<file path="src/rtl/time_of_day_clock_12_24_unit_defines.svh">
// ----------------------------------------------------------------------------
// Time-of-day clock assertion macros
// Shared concurrent assertion forms, clocked on clk and disabled in reset.
// ----------------------------------------------------------------------------
`ifndef TIME_OF_DAY_CLOCK_12_24_UNIT_DEFINES_SVH
`define TIME_OF_DAY_CLOCK_12_24_UNIT_DEFINES_SVH

// A condition that must hold at every clock edge out of reset.
`define TOD_ASSERT_ALWAYS(lbl, expr, msg) \
	lbl: assert property (@(posedge clk) disable iff (!arst_n) (expr)) else $error(msg);

// A condition that must hold in the same cycle as its trigger.
`define TOD_ASSERT_IMPLY(lbl, ante, cons, msg) \
	lbl: assert property (@(posedge clk) disable iff (!arst_n) (ante) |-> (cons)) \
		else $error(msg);

// A condition that must hold in the cycle after its trigger.
`define TOD_ASSERT_NEXT(lbl, ante, cons, msg) \
	lbl: assert property (@(posedge clk) disable iff (!arst_n) (ante) |=> (cons)) \
		else $error(msg);

`endif

</file>
<file path="src/rtl/tod_pkg.sv">
// ----------------------------------------------------------------------------
// Time-of-day clock package
// Field widths, command codes, result type and modulo helpers.
// ----------------------------------------------------------------------------
package tod_pkg;

	// Field widths.
	localparam int CMD_W  = 3;
	localparam int SET_W  = 8;
	localparam int HOUR_W = 5;
	localparam int MIN_W  = 6;
	localparam int SEC_W  = 6;

	// Counter bounds.
	localparam logic [MIN_W-1:0]  MIN_MAX     = 6'd59;
	localparam logic [SEC_W-1:0]  SEC_MAX     = 6'd59;
	localparam logic [HOUR_W-1:0] HOUR_MAX_24 = 5'd23;
	localparam logic [HOUR_W-1:0] HOUR_MIN_24 = 5'd0;
	localparam logic [HOUR_W-1:0] HOUR_MAX_12 = 5'd12;
	localparam logic [HOUR_W-1:0] HOUR_MIN_12 = 5'd1;
	localparam logic [HOUR_W-1:0] HOUR_PRE_12 = 5'd11;

	// Command codes.
	typedef enum logic [CMD_W-1:0] {
		CMD_TICK   = 3'd0,
		CMD_SET    = 3'd1,
		CMD_INC_HR = 3'd2,
		CMD_DEC_HR = 3'd3,
		CMD_INC_MN = 3'd4,
		CMD_DEC_MN = 3'd5,
		CMD_TOG_PM = 3'd6
	} tod_cmd_code_t;

	// One command as held in the input register.
	typedef struct packed {
		tod_cmd_code_t    cmd;
		logic [SET_W-1:0] set_hours;
		logic [SET_W-1:0] set_minutes;
		logic [SET_W-1:0] set_seconds;
	} tod_cmd_t;

	// One result as held in the output register.
	typedef struct packed {
		logic [HOUR_W-1:0] hours;
		logic [MIN_W-1:0]  minutes;
		logic [SEC_W-1:0]  seconds;
		logic              is_pm;
		logic              minute_rolled;
	} tod_result_t;

	// Byte modulo 60: 64 is 4 mod 60, so fold the top two bits, then one subtract.
	function automatic logic [MIN_W-1:0] mod60(input logic [SET_W-1:0] x);
		logic [6:0] y;
		y = {1'b0, x[5:0]} + {3'b000, x[7:6], 2'b00};
		if (y >= 7'd60) begin
			y = y - 7'd60;
		end
		return y[5:0];
	endfunction

	// Byte modulo 24: 32 is 8 mod 24, folded twice, then one subtract.
	function automatic logic [HOUR_W-1:0] mod24(input logic [SET_W-1:0] x);
		logic [6:0] y;
		logic [5:0] z;
		y = {2'b00, x[4:0]} + {1'b0, x[7:5], 3'b000};
		z = {1'b0, y[4:0]} + {1'b0, y[6:5], 3'b000};
		if (z >= 6'd24) begin
			z = z - 6'd24;
		end
		return z[4:0];
	endfunction

endpackage

</file>
<file path="src/rtl/tod_ifs.sv">
// ----------------------------------------------------------------------------
// Time-of-day clock channel interfaces
// Valid/ready channels for commands, results and the mode register write.
// ----------------------------------------------------------------------------

// Command channel.
interface tod_cmd_if import tod_pkg::*; ();
	logic             valid;
	logic             ready;
	logic [CMD_W-1:0] cmd;
	logic [SET_W-1:0] set_hours;
	logic [SET_W-1:0] set_minutes;
	logic [SET_W-1:0] set_seconds;

	modport source (output valid, cmd, set_hours, set_minutes, set_seconds,
		input ready);
	modport sink (input valid, cmd, set_hours, set_minutes, set_seconds,
		output ready);
endinterface

// Result channel.
interface tod_time_if import tod_pkg::*; ();
	logic              valid;
	logic              ready;
	logic [HOUR_W-1:0] hours;
	logic [MIN_W-1:0]  minutes;
	logic [SEC_W-1:0]  seconds;
	logic              is_pm;
	logic              minute_rolled;

	modport source (output valid, hours, minutes, seconds, is_pm, minute_rolled,
		input ready);
	modport sink (input valid, hours, minutes, seconds, is_pm, minute_rolled,
		output ready);
endinterface

// Mode register write channel.
interface tod_cfg_if;
	logic valid;
	logic ready;
	logic mode_24h;

	modport source (output valid, mode_24h, input ready);
	modport sink (input valid, mode_24h, output ready);
endinterface

</file>
<file path="src/rtl/tod_in_stage.sv">
// ----------------------------------------------------------------------------
// Time-of-day clock input stage
// Registers one command; takes a new one when empty or when the held one moves on.
// ----------------------------------------------------------------------------
module tod_in_stage import tod_pkg::*; (
	input  logic      clk,
	input  logic      arst_n,
	tod_cmd_if.sink   cmd_ch,
	input  logic      adv,
	output logic      valid_s1,
	output tod_cmd_t  cmd_s1
);

	// The stage frees up in the same cycle its command is consumed.
	assign cmd_ch.ready = !valid_s1 || adv;

	// Occupancy flag.
	always_ff @(posedge clk or negedge arst_n) begin
		if (!arst_n) begin
			valid_s1 <= 1'b0;
		end else if (cmd_ch.ready) begin
			valid_s1 <= cmd_ch.valid;
		end
	end

	// Command payload, loaded on each transfer.
	always_ff @(posedge clk) begin
		if (cmd_ch.valid && cmd_ch.ready) begin
			cmd_s1.cmd         <= tod_cmd_code_t'(cmd_ch.cmd);
			cmd_s1.set_hours   <= cmd_ch.set_hours;
			cmd_s1.set_minutes <= cmd_ch.set_minutes;
			cmd_s1.set_seconds <= cmd_ch.set_seconds;
		end
	end

endmodule

</file>
<file path="src/rtl/tod_core.sv">
// ----------------------------------------------------------------------------
// Time-of-day clock core
// Holds the time counters and mode, and applies one command per cycle while results are taken.
// ----------------------------------------------------------------------------
module tod_core import tod_pkg::*; (
	input  logic        clk,
	input  logic        arst_n,
	tod_cfg_if.sink     cfg_ch,
	input  logic        adv,
	input  tod_cmd_t    cmd_s1,
	output tod_result_t next_res
);

	logic              mode_q;
	logic [HOUR_W-1:0] hour_q;
	logic [MIN_W-1:0]  min_q;
	logic [SEC_W-1:0]  sec_q;
	logic              pm_q;

	logic [HOUR_W-1:0] hr_max;
	logic [HOUR_W-1:0] hr_min;
	logic [HOUR_W-1:0] set_h24;
	logic [HOUR_W-1:0] set_h12;
	logic [HOUR_W-1:0] hour_d;
	logic [MIN_W-1:0]  min_d;
	logic [SEC_W-1:0]  sec_d;
	logic              pm_d;
	logic              rolled_d;

	// The mode register accepts a write in any cycle.
	assign cfg_ch.ready = 1'b1;

	always_ff @(posedge clk or negedge arst_n) begin
		if (!arst_n) begin
			mode_q <= 1'b0;
		end else if (cfg_ch.valid) begin
			mode_q <= cfg_ch.mode_24h;
		end
	end

	// Hour bounds of the current mode.
	assign hr_max = mode_q ? HOUR_MAX_24 : HOUR_MAX_12;
	assign hr_min = mode_q ? HOUR_MIN_24 : HOUR_MIN_12;

	// Folded set hour: mod 24, and for 12-hour counting mod 12 with zero shown as 12.
	always_comb begin
		set_h24 = mod24(cmd_s1.set_hours);
		if (set_h24 >= HOUR_MAX_12) begin
			set_h12 = set_h24 - HOUR_MAX_12;
		end else begin
			set_h12 = set_h24;
		end
		if (set_h12 == '0) begin
			set_h12 = HOUR_MAX_12;
		end
	end

	// Next state for the command in the input register.
	always_comb begin
		hour_d   = hour_q;
		min_d    = min_q;
		sec_d    = sec_q;
		pm_d     = pm_q;
		rolled_d = 1'b0;
		unique case (cmd_s1.cmd)
			CMD_TICK: begin
				if (sec_q >= SEC_MAX) begin
					sec_d    = '0;
					rolled_d = 1'b1;
					if (min_q >= MIN_MAX) begin
						min_d = '0;
						if (mode_q) begin
							hour_d = (hour_q >= HOUR_MAX_24) ? '0 : hour_q + 5'd1;
						end else if (hour_q >= HOUR_MAX_12) begin
							hour_d = HOUR_MIN_12;
						end else if (hour_q == HOUR_PRE_12) begin
							hour_d = HOUR_MAX_12;
							pm_d   = !pm_q;
						end else begin
							hour_d = hour_q + 5'd1;
						end
					end else begin
						min_d = min_q + 6'd1;
					end
				end else begin
					sec_d = sec_q + 6'd1;
				end
			end
			CMD_SET: begin
				hour_d = mode_q ? set_h24 : set_h12;
				min_d  = mod60(cmd_s1.set_minutes);
				sec_d  = mod60(cmd_s1.set_seconds);
			end
			CMD_INC_HR: begin
				if (hour_q < hr_max) begin
					hour_d = hour_q + 5'd1;
				end
			end
			CMD_DEC_HR: begin
				if (hour_q > hr_min) begin
					hour_d = hour_q - 5'd1;
				end
			end
			CMD_INC_MN: begin
				if (min_q < MIN_MAX) begin
					min_d = min_q + 6'd1;
				end
			end
			CMD_DEC_MN: begin
				if (min_q != '0) begin
					min_d = min_q - 6'd1;
				end
			end
			CMD_TOG_PM: begin
				pm_d = !pm_q;
			end
			default: begin
				// The unused code leaves the time as it is.
			end
		endcase
	end

	assign next_res.hours         = hour_d;
	assign next_res.minutes       = min_d;
	assign next_res.seconds       = sec_d;
	assign next_res.is_pm         = pm_d;
	assign next_res.minute_rolled = rolled_d;

	// Time counters, updated when a command moves on to the result register.
	always_ff @(posedge clk or negedge arst_n) begin
		if (!arst_n) begin
			hour_q <= '0;
			min_q  <= '0;
			sec_q  <= '0;
			pm_q   <= 1'b0;
		end else if (adv) begin
			hour_q <= hour_d;
			min_q  <= min_d;
			sec_q  <= sec_d;
			pm_q   <= pm_d;
		end
	end

endmodule

</file>
<file path="src/rtl/tod_out_stage.sv">
// ----------------------------------------------------------------------------
// Time-of-day clock output stage
// Result register that holds a result until its transfer completes.
// ----------------------------------------------------------------------------
module tod_out_stage import tod_pkg::*; (
	input  logic        clk,
	input  logic        arst_n,
	input  logic        load,
	input  tod_result_t res,
	output logic        can_load,
	tod_time_if.source  result_ch
);

	logic        valid_s2;
	tod_result_t res_s2;

	// A new result may enter when the register is empty or being drained.
	assign can_load = !valid_s2 || result_ch.ready;

	always_ff @(posedge clk or negedge arst_n) begin
		if (!arst_n) begin
			valid_s2 <= 1'b0;
		end else if (load) begin
			valid_s2 <= 1'b1;
		end else if (result_ch.ready) begin
			valid_s2 <= 1'b0;
		end
	end

	always_ff @(posedge clk) begin
		if (load) begin
			res_s2 <= res;
		end
	end

	// Drive the result channel.
	assign result_ch.valid         = valid_s2;
	assign result_ch.hours         = res_s2.hours;
	assign result_ch.minutes       = res_s2.minutes;
	assign result_ch.seconds       = res_s2.seconds;
	assign result_ch.is_pm         = res_s2.is_pm;
	assign result_ch.minute_rolled = res_s2.minute_rolled;

endmodule

</file>
<file path="src/rtl/time_of_day_clock_12_24_unit.sv">
// Path: a command is held in the input register, and its result is then registered in
// the result register and presented on the result channel.
// Throughput: one command per cycle while results are taken; the counters update
// through the logic between the input and result registers.
// Reset: time 00:00:00 AM, 12-hour mode, both stages empty.
// ----------------------------------------------------------------------------
// Time-of-day clock, 12/24 hour
// Command-driven hours/minutes/seconds counter with AM/PM and a minute carry pulse.
// ----------------------------------------------------------------------------
`include "time_of_day_clock_12_24_unit_defines.svh"

module time_of_day_clock_12_24_unit import tod_pkg::*; (
	input  logic       clk,
	input  logic       arst_n,
	tod_cfg_if.sink    cfg,
	tod_cmd_if.sink    cmd,
	tod_time_if.source result
);

	logic        valid_s1;
	tod_cmd_t    cmd_s1;
	logic        can_load;
	logic        adv;
	tod_result_t next_res;

	// A command moves on when the result register can take its result.
	assign adv = valid_s1 && can_load;

	tod_in_stage u_in_stage (
		.clk      (clk),
		.arst_n   (arst_n),
		.cmd_ch   (cmd),
		.adv      (adv),
		.valid_s1 (valid_s1),
		.cmd_s1   (cmd_s1)
	);

	tod_core u_core (
		.clk      (clk),
		.arst_n   (arst_n),
		.cfg_ch   (cfg),
		.adv      (adv),
		.cmd_s1   (cmd_s1),
		.next_res (next_res)
	);

	tod_out_stage u_out_stage (
		.clk       (clk),
		.arst_n    (arst_n),
		.load      (adv),
		.res       (next_res),
		.can_load  (can_load),
		.result_ch (result)
	);

	// A full input stage that cannot move on must not take another command.
	`TOD_ASSERT_IMPLY(a_no_overrun, valid_s1 && !adv, !cmd.ready, "command taken over a held one")
	// Shown time stays in range.
	`TOD_ASSERT_IMPLY(a_time_range, result.valid,
		(result.hours <= HOUR_MAX_24) && (result.minutes <= MIN_MAX) &&
		(result.seconds <= SEC_MAX), "time out of range")
	// A minute carry leaves the seconds at zero.
	`TOD_ASSERT_IMPLY(a_roll_secs, result.valid && result.minute_rolled,
		result.seconds == '0, "carry with nonzero seconds")

endmodule
</file>
<file path="src/flat_wrapper.sv">
// flat-port wrapper written by rule: the top's interface ports become plain ports
module time_of_day_clock_12_24_unit_flat import tod_pkg::*;
  (clk, arst_n, cfg_valid, cfg_mode_24h, cfg_ready, cmd_valid, cmd_cmd, cmd_set_hours, cmd_set_minutes, cmd_set_seconds, cmd_ready, result_valid, result_hours, result_minutes, result_seconds, result_is_pm, result_minute_rolled, result_ready);
  tod_cfg_if cfg_i ();
  tod_cmd_if cmd_i ();
  tod_time_if result_i ();
  input  logic clk;
  input  logic arst_n;
  input wire logic [$bits(cfg_i.valid)-1:0] cfg_valid;
  input wire logic [$bits(cfg_i.mode_24h)-1:0] cfg_mode_24h;
  output wire logic [$bits(cfg_i.ready)-1:0] cfg_ready;
  input wire logic [$bits(cmd_i.valid)-1:0] cmd_valid;
  input wire logic [$bits(cmd_i.cmd)-1:0] cmd_cmd;
  input wire logic [$bits(cmd_i.set_hours)-1:0] cmd_set_hours;
  input wire logic [$bits(cmd_i.set_minutes)-1:0] cmd_set_minutes;
  input wire logic [$bits(cmd_i.set_seconds)-1:0] cmd_set_seconds;
  output wire logic [$bits(cmd_i.ready)-1:0] cmd_ready;
  output wire logic [$bits(result_i.valid)-1:0] result_valid;
  output wire logic [$bits(result_i.hours)-1:0] result_hours;
  output wire logic [$bits(result_i.minutes)-1:0] result_minutes;
  output wire logic [$bits(result_i.seconds)-1:0] result_seconds;
  output wire logic [$bits(result_i.is_pm)-1:0] result_is_pm;
  output wire logic [$bits(result_i.minute_rolled)-1:0] result_minute_rolled;
  input wire logic [$bits(result_i.ready)-1:0] result_ready;
  assign cfg_i.valid = cfg_valid;
  assign cfg_i.mode_24h = cfg_mode_24h;
  assign cfg_ready = cfg_i.ready;
  assign cmd_i.valid = cmd_valid;
  assign cmd_i.cmd = cmd_cmd;
  assign cmd_i.set_hours = cmd_set_hours;
  assign cmd_i.set_minutes = cmd_set_minutes;
  assign cmd_i.set_seconds = cmd_set_seconds;
  assign cmd_ready = cmd_i.ready;
  assign result_valid = result_i.valid;
  assign result_hours = result_i.hours;
  assign result_minutes = result_i.minutes;
  assign result_seconds = result_i.seconds;
  assign result_is_pm = result_i.is_pm;
  assign result_minute_rolled = result_i.minute_rolled;
  assign result_i.ready = result_ready;
  time_of_day_clock_12_24_unit u_core (.clk(clk), .arst_n(arst_n), .cfg(cfg_i), .cmd(cmd_i), .result(result_i));
endmodule
</file>
<file path="config.mk">
export PLATFORM = sky130hd
export DESIGN_NAME = time_of_day_clock_12_24_unit_flat
export DESIGN_NICKNAME = d
export VERILOG_FILES = /design/src/rtl/tod_pkg.sv /design/src/rtl/tod_ifs.sv /design/src/rtl/tod_in_stage.sv /design/src/rtl/tod_core.sv /design/src/rtl/tod_out_stage.sv /design/src/rtl/time_of_day_clock_12_24_unit.sv /design/src/flat_wrapper.sv
export VERILOG_INCLUDE_DIRS = /design/src /design/src/rtl
export SDC_FILE = /design/constraint.sdc
export NUM_CORES = 1
export LEC_CHECK = 0
export BUFFER_PORTS_ARGS = -buffer_cell sky130_fd_sc_hd__buf_2
export CAP_MARGIN = 40
export CORE_MARGIN = 3
export CORE_UTILIZATION = 50
export DETAILED_ROUTE_END_ITERATION = 12
export GPL_TIMING_DRIVEN = 0
export PLACE_DENSITY = 0.77
export SETUP_SLACK_MARGIN = 0.02
export SLEW_MARGIN = 0
export SYNTH_ARGS = -nofsm -noshare
export SYNTH_HDL_FRONTEND = slang
export SYNTH_HIERARCHICAL = 1
export SYNTH_SLANG_ARGS = --single-unit
export TNS_END_PERCENT = 50
</file>
<file path="constraint.sdc">
create_clock -name clk -period 5.6 [get_ports clk]
set_input_delay 0.56 -clock clk [delete_from_list [all_inputs] [get_ports clk]]
set_output_delay 0.56 -clock clk [all_outputs]
set_load 0.02 [all_outputs]
</file>
* Word level (Yosys, flattened, before mapping) *
Index checks and enable logic that the tools add are counted.
Widths: inputs -> output; s select.

word-level totals
  bits in writable memories = 0
  memories = 0
  latch bits = 0
  register bits after elaboration = 67
  ROM bits = 0
  output and inout port bits = 22
  bits of input ports = 33

cells by class
  add/subtract/negate cells = 13
  shift-type cells = 0
  bitwise logic cells = 0
  magnitude comparators = 11
  multipliers = 0
  reduce and logical (&&, ||, !) cells = 11
  div/mod/pow operators = 0
  eq/ne operators = 7
  mux-type cells = 33

operator list
  cell                 number
  $mux 5               13
  $mux 6               7
  $pmux 6 s4           1
  $pmux 5 s4           1
  $add 6x4->7          2
  $ge 7x6->1 const B   2
  $add 6x1->6 const B  2
  $ge 6x6->1 const B   2
  $pmux 6 s2           1
  $sub 6x6->6 const B  2
  $ge 5x4->1 const B   2
  $eq 3x3->1 const B   3
  $mux 1               9
  $add 5x6->7          1
  $add 5x5->6          1
  $eq 3x2->1 const B   2
  $ge 6x5->1 const B   1
  $lt 6x6->1 const B   1
  $reduce_bool 6->1    1
  $sub 6x1->6 const B  1
  $add 5x1->5 const B  1
  $eq 5x4->1 const B   1
  $ge 5x5->1 const B   1
  $gt 5x1->1           1
  12 further kinds     16

* Depth between registers and ports, before layout *
  word-level depth = 10
  gate-level depth with buffers = 16
  depth with buffers taken out = 15

* Modules after synthesis *
Netlist, hierarchy kept.

by module, submodules not included
  module                        area an instance (sq um)  times used  cells each
  tod_core                      3,050.4                   1           407
  tod_in_stage                  864.6                     1           31
  tod_out_stage                 618.1                     1           22
  time_of_day_clock_12_24_unit  6.3                       1           1

* Worst setup path before layout *
Ideal clock, no wire load.

  path type = register to register
  start = register, netlist name u_core/u_in_stage/cmd_s1[19]
  end = register u_core.u_out_stage.res_s2 (netlist bit u_core/u_out_stage/result_ch.hours[3]), data pin
  library setup time = 272 ps
  stages on the path, launching flop included = 17
  clock period less this slack = 3,963 ps
  arrival = 3,691 ps
  slack = 1,637 ps
  data required time = 5,328 ps
  path buffers = 1
  path through = edfxtp_1 ha_1 fa_1 xor2_1 ha_1 inv_1 fa_1 clkbuf_1 nand3_1 o21ai_0 ha_1 or4b_1 o311ai_1 a21oi_1 a41o_1 a311oi_2 a21oi_1

RTL lines
  element                 line                 text
  end signal: assignment  tod_out_stage.sv:32  res_s2 <= res;
  end: declaration        tod_out_stage.sv:15  tod_result_t res_s2;

==> results_dict.tcl <==
set metrics [dict create \
    cp-start-kind "register" \
    placed_area_um2 4950 \
    path_cells "ha_1, fa_1, xor2_1, ha_1, inv_1, fa_1, clkbuf_1, nand3_1, o21ai_0, ha_1, or4b_1, o311ai_1, a21oi_1, a41o_1, a311oi_2, a21oi_1" \
    yosysUniqueCellTypes 83 \
    layout.cells.non_filler 639 \
    grt_max_degree 28 \
    finalSetupViolCount 0 \
    ir_drop_mv 0.203 \
    setup_tns_ns 0 \
    post-place-cells 623 \
    cp.arrival_ns 4.62 \
    fin_util 0.588 \
    powerDensity_nw_per_um2 420 \
    ctsResizeCount 0 \
    wl_per_cell_um 17.4 \
    min_period_over_period 0.813 \
    drive_gt1_frac 0.220 \
    ios 55 \
    drtPass1Iterations 5 \
    yosysWarnings 6 \
    viasPerCell 6.17 \
    clock_skew_ns 0.0107 \
    clock-sinks 67 \
    cp_common_cell "ha_1" \
    total_power_mw 2.16 \
    critPathMaxFanout 10 \
    dieArea_um2 10300 \
    ys_seq_area_frac 0.420 \
    port_buffers 53 \
    grt_first_pass_wirelength_um 18300 \
    crit_type "register to register" \
    synth_nets 520 \
    final_cell_area_um2 5150 \
    die_h_um 101 \
    antenna_found_initial 0 \
    layout_common_cells "buf_2, edfxtp_1, nand2_1, nor2_1, a21oi_1" \
    initial_core_util 0.518 \
    synthesis.area_um2 4540 \
    hold_path.class "primary input to async pin" \
    worst_slack_ns 1.05 \
    tightest_slew_ns 0.596 \
    cts_root_buf "clkbuf_8" \
    relSlewSlack 0.603 \
    h-tree-depth 3 \
    holdWs_ns 0.183 \
    slew_viol_final 0 \
    worstSkewPairLatency_ns 0.34 \
    max_stage_delay_ns 0.52 \
    diodes 0 \
    critPathCaptureType "register" \
    rsz0062_at_grt "false" \
    first_global_vias 3594 \
    synth_edf_count 46 \
    grt_usage 0.227 \
    grt.overflow.total 0 \
    fmax_mhz 220 \
    std_cell_rows 34 \
    area.growth.synth_to_final_pct 13.6 \
    synth_cells 461 \
    drt_iter0_markers 263 \
    final_common_cell "buf_2" \
    period_minus_slack_ns 4.55 \
    cts_tree "done" \
    syn_avg_cell_area_um2 9.85 \
    status "completed" \
    clk_path_buf_depth 2 \
    cts_made_buffers 9 \
    ys_seq_elements 67 \
    drv_cap 0 \
    wirelength_um 11100 \
    crit_slowest_cell "fa_1" \
    gp_congestion 0.983 \
    finalHoldViolCount 0 \
    dp_hpwl_um 8320 \
    path_clk_slew_ns 0.08 \
    leakagePower_nw 2.03 \
    final_antenna_net_count 0 \
    die_x_um 101 \
    post-place-ws_ns 1.10 \
    cp.required_ns 5.66 \
    nets 585 \
    async_reset_ff_frac 0.313 \
    postCtsSetupBuffers 0 \
    coreArea_um2 8760 \
    drcViolationCount 0 \
    yosys_most_used_dff "edfxtp_1" \
    cts_hold_buf 0 \
    vias 3940 \
]
[registers in the layout, indices dropped and copies added (netlist names), 5 cells and up]
name	cells
u_core/u_core/sec_q	6
u_core/u_core/min_q	6
u_core/u_in_stage/cmd_s1	27
u_core/u_out_stage/result_ch.minutes	6
u_core/u_out_stage/result_ch.hours	5
u_core/u_core/hour_q	5
u_core/u_out_stage/result_ch.seconds	6
[final cells by class]
class | instances | area, um2
inverters | 19 | 71.3
fillers | 785 | 3610
clock inverters | 7 | 76.3
flip-flops and latches | 67 | 1910
clock buffers | 9 | 124
well taps | 108 | 135
multi-input cells | 341 | 2400
repair buffers | 54 | 280
plain buffers | 34 | 165
[critical path: cells and delay by family (launching register included)]
family | cells | cell delay (ns)
buf+inv | 2 | 0.35
xor+xnor | 1 | 0.16
compound gates | 6 | 1.11
flops | 1 | 0.38
fa+ha+maj | 5 | 1.66
simple gates | 2 | 0.59
[synth_stat cells, types with 16 or more instances]
| cell | n | area (um2) |
|---|---|---|
| o21ai_0 | 20 | 100 |
| dfrtp_1 | 21 | 526 |
| buf_2 | 16 | 80.1 |
| nor3_1 | 16 | 80.1 |
| nand2_1 | 33 | 124 |
| edfxtp_1 | 46 | 1380 |
| ha_1 | 22 | 275 |
| a21oi_1 | 25 | 125 |
| nor2_1 | 31 | 116 |
| inv_1 | 16 | 60.1 |
| nand3_1 | 20 | 100 |
[cell families after synthesis]
| family | share of synthesized area |
|---|---|
| and+or+nand+nor | 0.185 |
| AOI/OAI and AO/OA | 0.207 |
| DFF | 0.420 |
| buffers and inverters | 0.0521 |
| adders and majority gates | 0.0805 |
| muxes | 0.0309 |
| xor gates and xnor gates | 0.0232 |
| other | 0.000826 |
[final timing paths]
| check | cells after the start | start | end | slack (ns) |
|---|---|---|---|---|
| min | 1 | arst_n | u_core/u_out_stage/result_ch.valid$_DFFE_PN0P_ | 0.18 |
| min in group clk | 1 | cmd_set_hours[2] | u_core/u_in_stage/cmd_s1[18]$_DFFE_PP_ | 0.38 |
| max | 16 | u_core/u_in_stage/cmd_s1[19]$_DFFE_PP_ | u_core/u_out_stage/result_ch.hours[3]$_DFFE_PP_ | 1.05 |
| max in group asynchronous | 1 | arst_n | u_core/u_core/min_q[3]$_DFFE_PN0P_ | 5.05 |
| min reg2reg | 1 | u_core/u_core/pm_q$_DFFE_PN0P_ | u_core/u_core/pm_q$_DFFE_PN0P_ | 0.49 |
| max reg2reg | 16 | u_core/u_in_stage/cmd_s1[19]$_DFFE_PP_ | u_core/u_out_stage/result_ch.hours[3]$_DFFE_PP_ | 1.05 |
[power breakdown]
part | internal, mW | switching, mW | leakage [nW]
Sequential | 0.672 | 0.0871 | 0.685
Clock | 0.208 | 0.197 | 0.0962
Combinational | 0.381 | 0.617 | 1.25
Total | 1.26 | 0.901 | 2.03
[metal layers]
layer | global-route usage | vias up | wire, um
met3 | 0.0455 | 17 | 842
met1 | 0.331 | 1877 | 5060
li1 | - | 1885 | -
met2 | 0.341 | 161 | 5020
met4 | 0.0706 | 0 | 171
met5 | 0 | - | 0
Note: power is estimated with default switching activity, not from simulation.
